$ cat src/rtl/sljx_pkg.sv
// ----------------------------------------------------------------------------
// sljx_pkg: shared types and constants of the sync/length/id frame parser
// Holds the parser state codes, status codes, register indexes and the
// result record passed from the parser core to the output stage.
// ----------------------------------------------------------------------------
`default_nettype none

package sljx_pkg;

    // Received byte width
    localparam int BYTE_W     = 8;
    // Configuration port
    localparam int CFG_ADDR_W = 1;
    localparam int CFG_DATA_W = 8;

    localparam logic [CFG_ADDR_W-1:0] REG_SYNC_FIRST  = 1'd0;
    localparam logic [CFG_ADDR_W-1:0] REG_SYNC_SECOND = 1'd1;

    localparam logic [7:0] SYNC_FIRST_RST  = 8'hAA;
    localparam logic [7:0] SYNC_SECOND_RST = 8'h55;

    // Parser state codes
    localparam logic [2:0] ST_IDLE      = 3'd0;
    localparam logic [2:0] ST_SYNC1     = 3'd1;
    localparam logic [2:0] ST_SYNC2     = 3'd2;
    localparam logic [2:0] ST_LENGTH    = 3'd3;
    localparam logic [2:0] ST_ID        = 3'd4;
    localparam logic [2:0] ST_PAYLOAD   = 3'd5;
    localparam logic [2:0] ST_CHECK_OK  = 3'd6;
    localparam logic [2:0] ST_CHECK_BAD = 3'd7;

    // Frame status codes
    localparam logic [1:0] STATUS_INCOMPLETE = 2'd0;
    localparam logic [1:0] STATUS_GOOD       = 2'd1;
    localparam logic [1:0] STATUS_BAD        = 2'd2;

    // Output stream widths
    localparam int TDATA_FIELD_W = 45;
    localparam int TDATA_W       = 48;

    typedef struct packed {
        logic [1:0] frame_status;
        logic [2:0] parser_state;
        logic [7:0] payload_index;
        logic       payload_valid;
        logic [7:0] payload_byte;
        logic [7:0] payload_position;
        logic [7:0] message_id;
        logic [7:0] message_length;
    } sljx_result_t;

endpackage

`default_nettype wire

$ cat src/rtl/sljx_parse_core.sv
// ----------------------------------------------------------------------------
// sljx_parse_core: frame parser state and next-state logic
// Holds the sync registers and the frame state, and computes one result
// per byte from the registered input byte.
// ----------------------------------------------------------------------------
`default_nettype none

module sljx_parse_core
    import sljx_pkg::*;
(
    input  wire logic                  aclk,
    input  wire logic                  aresetn,
    input  wire logic                  cfg_we,
    input  wire logic [CFG_ADDR_W-1:0] cfg_addr,
    input  wire logic [CFG_DATA_W-1:0] cfg_wdata,
    input  wire logic                  step_en,
    input  wire logic [BYTE_W-1:0]     rx_byte,
    output sljx_result_t               result
);

    logic [7:0] sync_first_reg;
    logic [7:0] sync_second_reg;
    logic [2:0] state_reg,  state_next;
    logic [7:0] len_reg,    len_next;
    logic [7:0] count_reg,  count_next;
    logic [7:0] id_reg,     id_next;
    logic [7:0] xor_reg,    xor_next;
    logic [1:0] status;
    logic       pvalid;
    logic [7:0] pbyte;
    logic [7:0] ppos;

    // Write configuration registers
    always_ff @(posedge aclk) begin
        if (!aresetn) begin
            sync_first_reg  <= SYNC_FIRST_RST;
            sync_second_reg <= SYNC_SECOND_RST;
        end else if (cfg_we) begin
            unique case (cfg_addr)
                REG_SYNC_FIRST:  sync_first_reg  <= cfg_wdata;
                REG_SYNC_SECOND: sync_second_reg <= cfg_wdata;
                default: ;
            endcase
        end
    end

    // Compute next frame state and the result of this byte
    always_comb begin
        state_next = state_reg;
        len_next   = len_reg;
        count_next = count_reg;
        id_next    = id_reg;
        xor_next   = xor_reg;
        status     = STATUS_INCOMPLETE;
        pvalid     = 1'b0;
        pbyte      = 8'd0;
        ppos       = 8'd0;
        unique case (state_reg)
            ST_IDLE: begin
                if (rx_byte == sync_first_reg) state_next = ST_SYNC1;
            end
            ST_SYNC1: begin
                if (rx_byte == sync_second_reg) begin
                    len_next   = 8'd0;
                    state_next = ST_SYNC2;
                end
            end
            ST_SYNC2: begin
                len_next   = rx_byte;
                count_next = 8'd0;
                xor_next   = rx_byte;
                state_next = ST_LENGTH;
            end
            ST_LENGTH: begin
                id_next    = rx_byte;
                xor_next   = xor_reg ^ rx_byte;
                state_next = (len_reg == 8'd0) ? ST_PAYLOAD : ST_ID;
            end
            ST_ID: begin
                pvalid     = 1'b1;
                pbyte      = rx_byte;
                ppos       = count_reg;
                count_next = count_reg + 8'd1;
                xor_next   = xor_reg ^ rx_byte;
                if (count_next == len_reg) state_next = ST_PAYLOAD;
            end
            ST_PAYLOAD: begin
                state_next = (rx_byte == xor_reg) ? ST_CHECK_OK : ST_CHECK_BAD;
            end
            ST_CHECK_OK: begin
                status     = STATUS_GOOD;
                state_next = ST_IDLE;
            end
            ST_CHECK_BAD: begin
                status     = STATUS_BAD;
                state_next = (rx_byte == sync_first_reg) ? ST_SYNC1 : ST_IDLE;
            end
            default: state_next = ST_IDLE;
        endcase
    end

    // Advance frame state on each consumed item
    always_ff @(posedge aclk) begin
        if (!aresetn) begin
            state_reg <= ST_IDLE;
            len_reg   <= 8'd0;
            count_reg <= 8'd0;
            id_reg    <= 8'd0;
            xor_reg   <= 8'd0;
        end else if (step_en) begin
            state_reg <= state_next;
            len_reg   <= len_next;
            count_reg <= count_next;
            id_reg    <= id_next;
            xor_reg   <= xor_next;
        end
    end

    // Pack the result
    always_comb begin
        result.frame_status     = status;
        result.parser_state     = state_next;
        result.payload_index    = count_next;
        result.payload_valid    = pvalid;
        result.payload_byte     = pbyte;
        result.payload_position = ppos;
        result.message_id       = id_next;
        result.message_length   = len_next;
    end

    a_report_returns: assert property (@(posedge aclk) disable iff (!aresetn)
        (step_en && state_reg == ST_CHECK_OK) |=> state_reg == ST_IDLE)
        else $error("good-frame report did not return to idle");

    a_status_ends_frame: assert property (@(posedge aclk) disable iff (!aresetn)
        (step_en && status != STATUS_INCOMPLETE)
        |=> (state_reg == ST_IDLE || state_reg == ST_SYNC1))
        else $error("frame report left parser inside a frame");

    a_length_clears_count: assert property (@(posedge aclk) disable iff (!aresetn)
        (step_en && state_reg == ST_SYNC2) |=> count_reg == 8'd0)
        else $error("payload count not cleared on length byte");

endmodule

`default_nettype wire

$ cat src/rtl/sljx_out_stage.sv
// ----------------------------------------------------------------------------
// sljx_out_stage: result register with skid entry
// Holds finished results for the master side and keeps accepting while
// one result waits, so a stall costs no throughput.
// ----------------------------------------------------------------------------
`default_nettype none

module sljx_out_stage
    import sljx_pkg::*;
(
    input  wire logic   aclk,
    input  wire logic   aresetn,
    input  wire logic   push,
    input  wire sljx_result_t push_data,
    output logic        push_ready,
    output logic        out_valid,
    input  wire logic   out_ready,
    output sljx_result_t out_data
);

    logic         main_valid_reg;
    sljx_result_t main_data_reg;
    logic         skid_valid_reg;
    sljx_result_t skid_data_reg;
    logic         pop;

    assign pop        = main_valid_reg && out_ready;
    assign push_ready = !skid_valid_reg;
    assign out_valid  = main_valid_reg;
    assign out_data   = main_data_reg;

    // Control: main slot and skid slot occupancy
    always_ff @(posedge aclk) begin
        if (!aresetn) begin
            main_valid_reg <= 1'b0;
            skid_valid_reg <= 1'b0;
        end else if (skid_valid_reg) begin
            if (pop) skid_valid_reg <= 1'b0;
        end else if (push) begin
            if (main_valid_reg && !pop) skid_valid_reg <= 1'b1;
            main_valid_reg <= 1'b1;
        end else if (pop) begin
            main_valid_reg <= 1'b0;
        end
    end

    // Payload: load main from skid or input, park in skid on stall
    always_ff @(posedge aclk) begin
        if (skid_valid_reg) begin
            if (pop) main_data_reg <= skid_data_reg;
        end else if (push) begin
            if (!main_valid_reg || pop) main_data_reg <= push_data;
            else                        skid_data_reg <= push_data;
        end
    end

    a_skid_implies_main: assert property (@(posedge aclk) disable iff (!aresetn)
        skid_valid_reg |-> main_valid_reg)
        else $error("skid entry held with empty main slot");

    a_skid_drains: assert property (@(posedge aclk) disable iff (!aresetn)
        (skid_valid_reg && pop) |=> (main_valid_reg && !skid_valid_reg))
        else $error("skid entry not moved to main slot");

    a_no_push_when_full: assert property (@(posedge aclk) disable iff (!aresetn)
        skid_valid_reg |-> !push)
        else $error("item pushed while both slots full");

endmodule

`default_nettype wire

$ cat src/rtl/sync_len_id_xor_frame_parser_unit.sv
// ----------------------------------------------------------------------------
// sync_len_id_xor_frame_parser_unit: two-sync-byte frame parser
// Parses sync 1, sync 2, length, id, payload and XOR check byte streams.
// ----------------------------------------------------------------------------
// Usage:
//   Slave side takes one received byte per item (s_tdata[7:0]). Master side
//   gives exactly one result item per byte: status, parser state, payload
//   count and position, payload byte, message id and length.
//   m_tuser flags an item that carries a payload byte; downstream buffers
//   those and commits them when a good status arrives.
//   Sync byte values are written through cfg_we/cfg_addr/cfg_wdata
//   (index 0 first sync byte, index 1 second); the user must write them only
//   while no item is in flight, as the block itself does not enforce it.
// Path: an accepted byte enters the input register; from there the parser
//   state updates and its result goes into the result register (or skid).
// Throughput: one item per cycle while the output stage accepts results.
// Reset: state returns to idle, counters clear, sync bytes become 0xAA and
//   0x55, both stream registers empty.
// Stall: a skid entry behind the result register absorbs one result and the
//   input register one more byte, then s_tready drops until the master side
//   drains; nothing is lost.
// ----------------------------------------------------------------------------
`default_nettype none

module sync_len_id_xor_frame_parser_unit
    import sljx_pkg::*;
(
    input  wire logic                  aclk,
    input  wire logic                  aresetn,
    // configuration write port
    input  wire logic                  cfg_we,
    input  wire logic [CFG_ADDR_W-1:0] cfg_addr,
    input  wire logic [CFG_DATA_W-1:0] cfg_wdata,
    // slave side
    input  wire logic                  s_tvalid,
    output logic                       s_tready,
    input  wire logic [7:0]            s_tdata,   // [7:0] rx_byte
    // master side
    output logic                       m_tvalid,
    input  wire logic                  m_tready,
    // [1:0] frame_status, [4:2] parser_state, [12:5] payload_index,
    // [20:13] payload_byte, [28:21] payload_position, [36:29] message_id,
    // [44:37] message_length, [47:45] zero
    output logic [TDATA_W-1:0]         m_tdata,
    output logic                       m_tuser    // [0] payload_valid
);

    logic              in_valid_reg;
    logic [BYTE_W-1:0] in_byte_reg;
    logic              push_ready;
    logic              advance;
    sljx_result_t      core_result;
    sljx_result_t      out_data;

    assign advance  = in_valid_reg && push_ready;
    assign s_tready = !in_valid_reg || push_ready;

    // Input register: hold the byte until the parser consumes it
    always_ff @(posedge aclk) begin
        if (!aresetn) begin
            in_valid_reg <= 1'b0;
        end else if (s_tready) begin
            in_valid_reg <= s_tvalid;
        end
    end

    always_ff @(posedge aclk) begin
        if (s_tvalid && s_tready) in_byte_reg <= s_tdata;
    end

    sljx_parse_core u_core (
        .aclk      (aclk),
        .aresetn   (aresetn),
        .cfg_we    (cfg_we),
        .cfg_addr  (cfg_addr),
        .cfg_wdata (cfg_wdata),
        .step_en   (advance),
        .rx_byte   (in_byte_reg),
        .result    (core_result)
    );

    sljx_out_stage u_out (
        .aclk       (aclk),
        .aresetn    (aresetn),
        .push       (advance),
        .push_data  (core_result),
        .push_ready (push_ready),
        .out_valid  (m_tvalid),
        .out_ready  (m_tready),
        .out_data   (out_data)
    );

    // Pack the result item
    assign m_tdata = {{(TDATA_W - TDATA_FIELD_W){1'b0}},
                      out_data.message_length,
                      out_data.message_id,
                      out_data.payload_position,
                      out_data.payload_byte,
                      out_data.payload_index,
                      out_data.parser_state,
                      out_data.frame_status};
    assign m_tuser = out_data.payload_valid;

endmodule

`default_nettype wire

$ cat config.mk
export PLATFORM = sky130hd
export DESIGN_NAME = sync_len_id_xor_frame_parser_unit
export DESIGN_NICKNAME = d
export VERILOG_FILES = /design/src/rtl/sljx_pkg.sv /design/src/rtl/sljx_parse_core.sv /design/src/rtl/sljx_out_stage.sv /design/src/rtl/sync_len_id_xor_frame_parser_unit.sv
export SDC_FILE = /design/constraint.sdc
export NUM_CORES = 1
export LEC_CHECK = 0
export BUFFER_PORTS_ARGS = -buffer_cell sky130_fd_sc_hd__buf_4
export CAP_MARGIN = 25
export CORE_UTILIZATION = 55
export CTS_BUF_LIST = sky130_fd_sc_hd__clkbuf_2
export DETAILED_ROUTE_END_ITERATION = 8
export GPL_TIMING_DRIVEN = 0
export PLACE_DENSITY = 0.78
export SYNTH_ARGS = -nofsm -noshare
export SYNTH_HDL_FRONTEND = slang
export SYNTH_SLANG_ARGS = --single-unit
$ cat constraint.sdc
create_clock -name aclk -period 8.6 [get_ports aclk]
set_input_delay 1.72 -clock aclk [delete_from_list [all_inputs] [get_ports aclk]]
set_output_delay 1.72 -clock aclk [all_outputs]
set_load 0.03 [all_outputs]
Word level (Yosys, flattened, before mapping)
Index checks and enable logic that the tools add are counted.
Widths: inputs -> output; s select.
{"block": "totals", "regBits": 154, "in_bits": 22}
{"block": "op_classes", "add_sub_neg": 1, "n_eq_ne": 12, "n_mux": 26, "bitwise_logic": 4, "n_reduce_logical": 23}
{"cell": "$mux 46", "n": 4}
{"cell": "$pmux 8 s2", "n": 3}
{"cell": "$eq 8x8->1", "n": 4}
{"cell": "$mux 8", "n": 4}
{"cell": "$pmux 3 s8", "n": 1}
{"cell": "$eq 3x3->1 const B", "n": 4}
{"cell": "$mux 1", "n": 10}
{"cell": "$mux 3", "n": 3}
{"cell": "$add 8x1->8 const B", "n": 1}
{"cell": "$logic_not 8->1", "n": 1}
{"cell": "$reduce_and 2->1", "n": 4}
{"cell": "$reduce_bool 2->1", "n": 4}
{"cell": "$xor 8x8->8", "n": 1}
{"cell": "$eq 3x2->1 const B", "n": 2}
{"cell": "$reduce_and 3->1", "n": 2}
{"cell": "$logic_and 1x1->1", "n": 4}
{"cell": "$logic_not 1->1", "n": 4}
{"cell": "$pmux 2 s2", "n": 1}
{"cell": "$eq 3x1->1 const B", "n": 1}
{"cell": "$logic_not 3->1", "n": 1}
{"cell": "$not 1->1", "n": 3}
{"cell": "$logic_or 1x1->1", "n": 2}
{"cell": "$ne 2x2->1 const B", "n": 1}
{"cell": "$reduce_or 2->1", "n": 1}

Depth between registers and ports, before layout
Gate-level depths: netlist of run 1.
{"block": "logic_depth", "ltp_word": 7, "depth_mapped": 9, "mapped_depth_nobuf": 7}

Cells and area by module
From an unflattened synthesis of run 1, not the netlist that was laid out.
{"block": "unflattened", "cells_unflattened": 571, "area_unflattened_um2": 7099.3}
{"mod": "sljx_out_stage", "n_inst": 1, "cells_per_inst": 158, "area_each_um2": 3677.3}
{"mod": "sljx_parse_core", "n_inst": 1, "cells_per_inst": 395, "area_each_um2": 3090.5}
{"mod": "sync_len_id_xor_frame_parser_unit", "n_inst": 1, "cells_per_inst": 18, "area_each_um2": 331.6}

Worst setup path after synthesis of run 1
Ideal clock, no wire load.
{"block": "synth_path", "kind": "input to register", "from": "in m_tready", "to": "reg u_out.main_data_reg, in the netlist u_out.out_data[0], enable pin", "arrival_ps": 4036, "t_required_ps": 8135, "path_slack_ps": 4099, "cell_stages": 2, "n_path_buf": 0, "path_cell_list": "inv_1 a21oi_1"}
{"block": "synth_via", "elab_chain_cells": 4, "word_cells_on_any_way": 5}
{"item": "start: declaration", "line_no": "sync_len_id_xor_frame_parser_unit.sv:40", "text": "input wire logic m_tready,"}
{"item": "$logic_and 1x1->1 (*)", "line_no": "sljx_out_stage.sv:27", "text": "assign pop = main_valid_reg && out_ready;"}
{"item": "$logic_or 1x1->1", "line_no": "sljx_out_stage.sv:52", "text": "if (!main_valid_reg || pop) main_data_reg <= push_data;"}
{"item": "$reduce_bool 2->1 (no source line)"}
{"item": "$reduce_and 3->1 (no source line) (*)"}
{"item": "end signal: assignment", "line_no": "sljx_out_stage.sv:50", "text": "if (pop) main_data_reg <= skid_data_reg;"}
{"item": "end signal: assignment", "line_no": "sljx_out_stage.sv:52"}
{"item": "end: declaration", "line_no": "sljx_out_stage.sv:22", "text": "sljx_result_t main_data_reg;"}
Every way passes the cells marked *; elsewhere a longest branch is shown, timed or not.
A chain may end at the register's enable or synchronous reset.

Final worst setup path of run 1
{"block": "layout_path", "from": "reg u_out.skid_valid_reg", "to": "out s_tready"}
{"block": "layout_via", "elab_chain_cells": 2}
{"item": "start: declaration", "line_no": "sljx_out_stage.sv:23", "text": "logic skid_valid_reg;"}
{"item": "start signal: assignment", "line_no": "sljx_out_stage.sv:36", "text": "skid_valid_reg <= 1'b0;"}
{"item": "start signal: assignment", "line_no": "sljx_out_stage.sv:38", "text": "if (pop) skid_valid_reg <= 1'b0;"}
{"item": "start signal: assignment", "line_no": "sljx_out_stage.sv:40", "text": "if (main_valid_reg && !pop) skid_valid_reg <= 1'b1;"}
{"item": "$logic_not 1->1", "line_no": "sljx_out_stage.sv:28", "text": "assign push_ready = !skid_valid_reg;"}
{"item": "$logic_or 1x1->1", "line_no": "sync_len_id_xor_frame_parser_unit.sv:56", "text": "assign s_tready = !in_valid_reg || push_ready;"}
{"item": "end: declaration", "line_no": "sync_len_id_xor_frame_parser_unit.sv:36", "text": "output logic s_tready,"}
No other way between the ends.

==> results of run 1 <==
[routing by layer]
metal | global-route usage | vias to the layer above | part of all wire
li1 | - | 2277 | -
met1 | 0.310 | 2305 | 0.44
met2 | 0.395 | 159 | 0.49
met3 | 0.0572 | 21 | 0.053
met4 | 0.0970 | 0 | 0.015
met5 | 0 | - | 0
[synthesized netlist by cell type (2+ instances only)]
| master | n |
|---|---|
| a41oi_1 | 2 |
| a31oi_1 | 3 |
| nand4_1 | 2 |
| nor3b_1 | 17 |
| o21ai_1 | 3 |
| nand2b_1 | 4 |
| xor2_1 | 29 |
| a21oi_1 | 10 |
| and2_1 | 21 |
| a21boi_1 | 2 |
| nor2_1 | 47 |
| o21ai_0 | 29 |
| nor4_2 | 2 |
| nand2_1 | 60 |
| buf_6 | 3 |
| dfxtp_1 | 54 |
| buf_2 | 8 |
| nor4_1 | 5 |
| xnor2_1 | 6 |
| a22oi_1 | 8 |
| edfxtp_1 | 100 |
| clkbuf_1 | 30 |
| nor2b_1 | 13 |
| a22o_1 | 9 |
| buf_4 | 7 |
| mux2_2 | 52 |
| o31ai_1 | 4 |
| inv_1 | 3 |
| nand3b_1 | 2 |
| and3_1 | 2 |
| a21boi_0 | 15 |
| o221a_2 | 2 |
| nand3_1 | 12 |
[tightest hold or removal path: cells and delay by family (launching register included)]
kind | cells | cell delay [ns]
flip-flops | 1 | 0.36
AND/OR/NAND/NOR | 2 | 0.12
[worst max-delay path by stage]
stage                               from            endpoint  slack [ns]  depth (start not counted)
detailed placement  u_out.skid_valid_reg            s_tready        5.35                          4
finish              u_out.skid_valid_reg            s_tready        4.51                          4
CTS                 u_out.skid_valid_reg            s_tready        4.49                          4
floorplan                       m_tready   u_out.out_data[0]        4.10                          2
global route        u_out.skid_valid_reg            s_tready        4.38                          4
global placement                m_tready  u_out.out_data[37]        3.14                          3
[power by group through the flow]
stage	logic, uW	registers, uW	clock network, uW
3_5_place_dp	194	854	0
2_1_floorplan	107	878	0
3_3_place_gp	186	854	0
6_report	196	838	488
4_1_cts	195	838	495
5_1_grt	212	842	525
[through the flow]
| stage | hold WS (ns) | cell area [um2] | setup WS [ns] |
|---|---|---|---|
| 4_1_cts | 0.499 | 8010 | 4.49 |
| 5_1_grt | 0.529 | 8010 | 4.38 |
| 2_1_floorplan | 0.455 | 6920 | 4.10 |
| 3_5_place_dp | 0.477 | 7690 | 5.35 |
| 6_report | 0.498 | 8010 | 4.51 |
| 3_3_place_gp | 0.468 | 7640 | 3.14 |
[area by class of cell]
class / count / share of cell area
flip-flops and latches: 154 / 0.510
multi-input cells: 385 / 0.323
repair buffers: 70 / 0.0688
plain buffers: 50 / 0.0309
clock inverters: 14 / 0.0277
well taps: 168 / 0.0263
clock buffers: 18 / 0.0113
inverters: 4 / 0.00188
[kinds of logic (layout without fill, tap and decap cells)]
logic type,count (synthesis),count (layout)
simple gates,196,196
flops,154,154
compound gates,98,98
buf+inv,54,156
mux,52,52
xor+xnor,35,35
fa+ha+maj,1,1
other cells,1,3
==> out/qor.yml, run 1 <==
syn_to_final_growth_pct: 15.8
power_density_nw_per_um2: 190
rows: 40
worstHoldEndpoint: "u_core.sync_first_reg[7]"
viasPerCell: 5.52
yosys_warnings: 0
fin_util: 0.661
synth-edff-count: 100
synth_fa_ha_area_frac: 0.00181
drc: 0
yosys.area_share.simple: 0.144
clk_pin_slew_ns: 0.21
cp_top_family: "buffers and inverters"
layout_commonest_cell: "edfxtp_1"
vias: 4762
sw_frac_of_total: 0.262
ant_nets: 0
hold_class: "flip-flop to flip-flop"
cp_data_arrival_time_ns: 2.37
internal_power_uw: 1120
die_h_um: 114
yosysTopAreaCellShare: 0.434
finalWirelength_um: 14700
ioPinCount: 73
max_stage_delay_ns: 0.43
die-area_um2: 13000
clockBufferDepth: 2
grt-ovfl-total: 0
antenna_cells: 0
status: "complete, no violations"
peakVddDrop_mv: 0.122
yosysTopAreaCell: "edfxtp_1"
worst_pin_slew_ns: 0.656
cts_tree: "yes"
ys_seq_elements: 154
netlist_area_um2: 6910
drt_iter0_drc: 467
path_buf_inv: 3
dp.cells: 831
hp-start: "u_core.sync_first_reg[7]"
numClockSinks: 154
power.total_uw: 1520
ff2ff_setup_slack_ns: 5.81
power_switching_uw: 399
synth_top_family_by_area: "simple AND/OR/NAND/NOR gates"
cts_resized: 0
final_cell_mix: "edfxtp_1, buf_4, nand2_1"
hold_viol: 0
pwr-share-comb: 0.129
synth_compound_area_frac: 0.0963
die_x_um: 114
grt_setup_unrepaired: "no"
slowest_stage: "clkbuf_1"
maxSlewHeadroom: 0.563
fin_nets: 705
hpwl_um: 10100
detail_route.wl_per_cell_um: 17.0
hold_path_depth: 2
drt-pass1-iter-count: 5
fin_crit_sh: 0.475
syn_area_per_cell_um2: 11.7
p_seq_frac: 0.550
end_kind: "output pin"
r2r-end: "u_out.out_data[41]"
skew_ns: 0.0291
drive_above_1_share: 0.265
fin_crit_ns: 4.09
ctsHoldBuffers: 0
layout.cells.non_filler: 863
crit_type: "flip-flop to output pin"
antenna_found_initial: 0
synth.area.top_cells: "edfxtp_1, dfxtp_1, mux2_2"
cp_cell_sequence: "clkbuf_1 > buf_1 > nand2_1 > buf_4"
r2r-start: "u_core.count_reg[1]"
ys_seq_area_frac: 0.591
start_util: 0.571
synthMuxAreaShare: 0.0847
track_usage: 0.241
synthArstFlopShare: 0
worstPathRequired_ns: 6.88
fp.coreArea_um2: 12100
place_congestion: 0.904
clock.fmax_mhz: 245
clkPwrFrac: 0.321
synth_xor_area_frac: 0.0443
port_buffers: 68
cts_root_buf: "clkbuf_2"
grt_pass1_wl_um: 23300
insertion_delay_ns: 0.78
multi_input_area_um2: 2590
grt_pass1_vias: 4553
synth_cell_types: 58
grt_start_max_net_pins: 33
post_cts_buffers: 0
regArea_um2: 4080
cts_max_level: 4
p_leak_uw: 0.00306
tns_ns: 0
setup_viol: 0
synth_cells: 591
crit_fanout: 10
fillers: 987
ff2ff_path_depth: 8
numCtsBuffers: 17
timing.max_cap.violations: 0
start_kind: "flip-flop"
synth-main-ff-cell: "edfxtp_1"
slew_viol_final: 0
Note: power is estimated with default switching activity, not from simulation.
==> inputs of run 2 (changes only) <==
Settings changed: PLACE_DENSITY 0.78 to 0.81.
Clock period 8.6 ns to 3.73 ns, I/O delays scaled along.
==> run 2 against run 1 <==
Effect of this change: register-to-register slack got worse by 4.9 ns; global-route usage shrank 0.80 points; count of clock-buffer cells in the layout unchanged; setup slack worse by 3.8 ns; first-iteration DRC count decreased by 21%; via count rose by 1.6%; non-clock buffer count did not move; cell count unchanged; clock power grew 80%; wire length down 1.7%; die area did not move.
==> out/qor.yml, run 2 (synthesis gave the netlist of run 1 again) <==
detail_route.wl_per_cell_um: 16.7
drc: 0
setup_viol: 0
fin_util: 0.653
hold_viol: 0
insertion_delay_ns: 0.74
post_cts_buffers: 0
end_kind: "output pin"
final_cell_mix: "edfxtp_1, buf_4, nand2_1"
numClockSinks: 154
rows: 40
crit_type: "flip-flop to output pin"
peakVddDrop_mv: 0.321
grt_pass1_vias: 4613
finalWirelength_um: 14400
fin_nets: 705
track_usage: 0.233
skew_ns: 0.0297
cts_root_buf: "clkbuf_2"
slew_viol_final: 0
port_buffers: 68
place_area_um2: 7690
p_leak_uw: 0.00303
hpwl_um: 10100
power_density_nw_per_um2: 412
drt-pass1-iter-count: 6
clk_pin_slew_ns: 0.21
clockBufferDepth: 2
crit_fanout: 10
clock.fmax_mhz: 328
grt_pass1_wl_um: 22800
place_congestion: 0.888
hold_class: "primary input to flip-flop"
ctsHoldBuffers: 0
antenna_cells: 0
worst_pin_slew_ns: 0.674
antenna_found_initial: 0
power.total_uw: 3260
tns_ns: 0
ant_nets: 0
layout_commonest_cell: "edfxtp_1"
start_util: 0.571
fin_crit_sh: 0.816
cts_max_level: 4
fin_crit_ns: 3.05
vias: 4838
drt_iter0_drc: 371
syn_to_final_growth_pct: 14.5
final_area_um2: 7910
start_kind: "flip-flop"
cts_tree: "yes"
die-area_um2: 13000
maxSlewHeadroom: 0.551
cp_data_arrival_time_ns: 2.30
fin_hold_ws_ns: 0.195
grt_start_max_net_pins: 35
cts_resized: 0
numCtsBuffers: 17
timing.max_cap.violations: 0
die_x_um: 114
ioPinCount: 73
fp.coreArea_um2: 12100
worstPathRequired_ns: 2.98
die_h_um: 114
drive_above_1_share: 0.260
status: "complete, no violations"
grt_setup_unrepaired: "no"
viasPerCell: 5.61
grt-ovfl-total: 0
run 2: changes by cell type in the layout (fill, tap and decap cells not counted), sizes merged:
cell	delta
clkinv	+5
bufinv	-3
clkinvlp	-2
run 2: final cells by class:
type	count	area, um2
well taps	168	210
inverters	4	15.0
multi-input cells	385	2590
clock inverters	14	130
repair buffers	70	551
clock buffers	18	90.1
fillers	950	4200
flip-flops and latches	154	4080
plain buffers	50	248
run 2: stage by stage:
| step | instances | setup WS (ns) |
|---|---|---|
| floorplan | 593 | 0.0424 |
| global placement | 829 | -1.06 |
| detailed placement | 831 | 1.08 |
| CTS | 863 | 0.684 |
| global route | 863 | 0.512 |
| finish | 863 | 0.685 |
run 2: worst paths after layout:
| path | from | end | slack (ns) | depth (start not counted) |
|---|---|---|---|---|
| worst max register to register | u_core.count_reg[1] | u_out.out_data[41] | 0.96 | 8 |
| worst min-delay path | s_tdata[4] | in_byte_reg[4] | 0.19 | 1 |
| worst max-delay path | u_out.skid_valid_reg | s_tready | 0.68 | 4 |
| worst min register to register | u_core.sync_first_reg[0] | u_core.sync_first_reg[0] | 0.49 | 2 |
run 2: metal layers:
metal / routed length, um / vias up / global-route usage
met5: 0 / - / 0
met4: 360 / 0 / 0.105
met3: 1030 / 35 / 0.0641
met2: 6880 / 207 / 0.379
met1: 6130 / 2310 / 0.291
li1: - / 2286 / -
run 2: where the power goes:
| part | total (uW) | switching (uW) | internal, uW |
|---|---|---|---|
| logic | 450 | 272 | 179 |
| registers | 1930 | 36.4 | 1900 |
| clock network | 878 | 577 | 301 |
run 2: worst max-delay path: stages, from the launching register on:
cell	delay (ns)
dfxtp_1	0.37
clkbuf_1	0.43
buf_1	0.40
nand2_1	0.17
buf_4	0.20
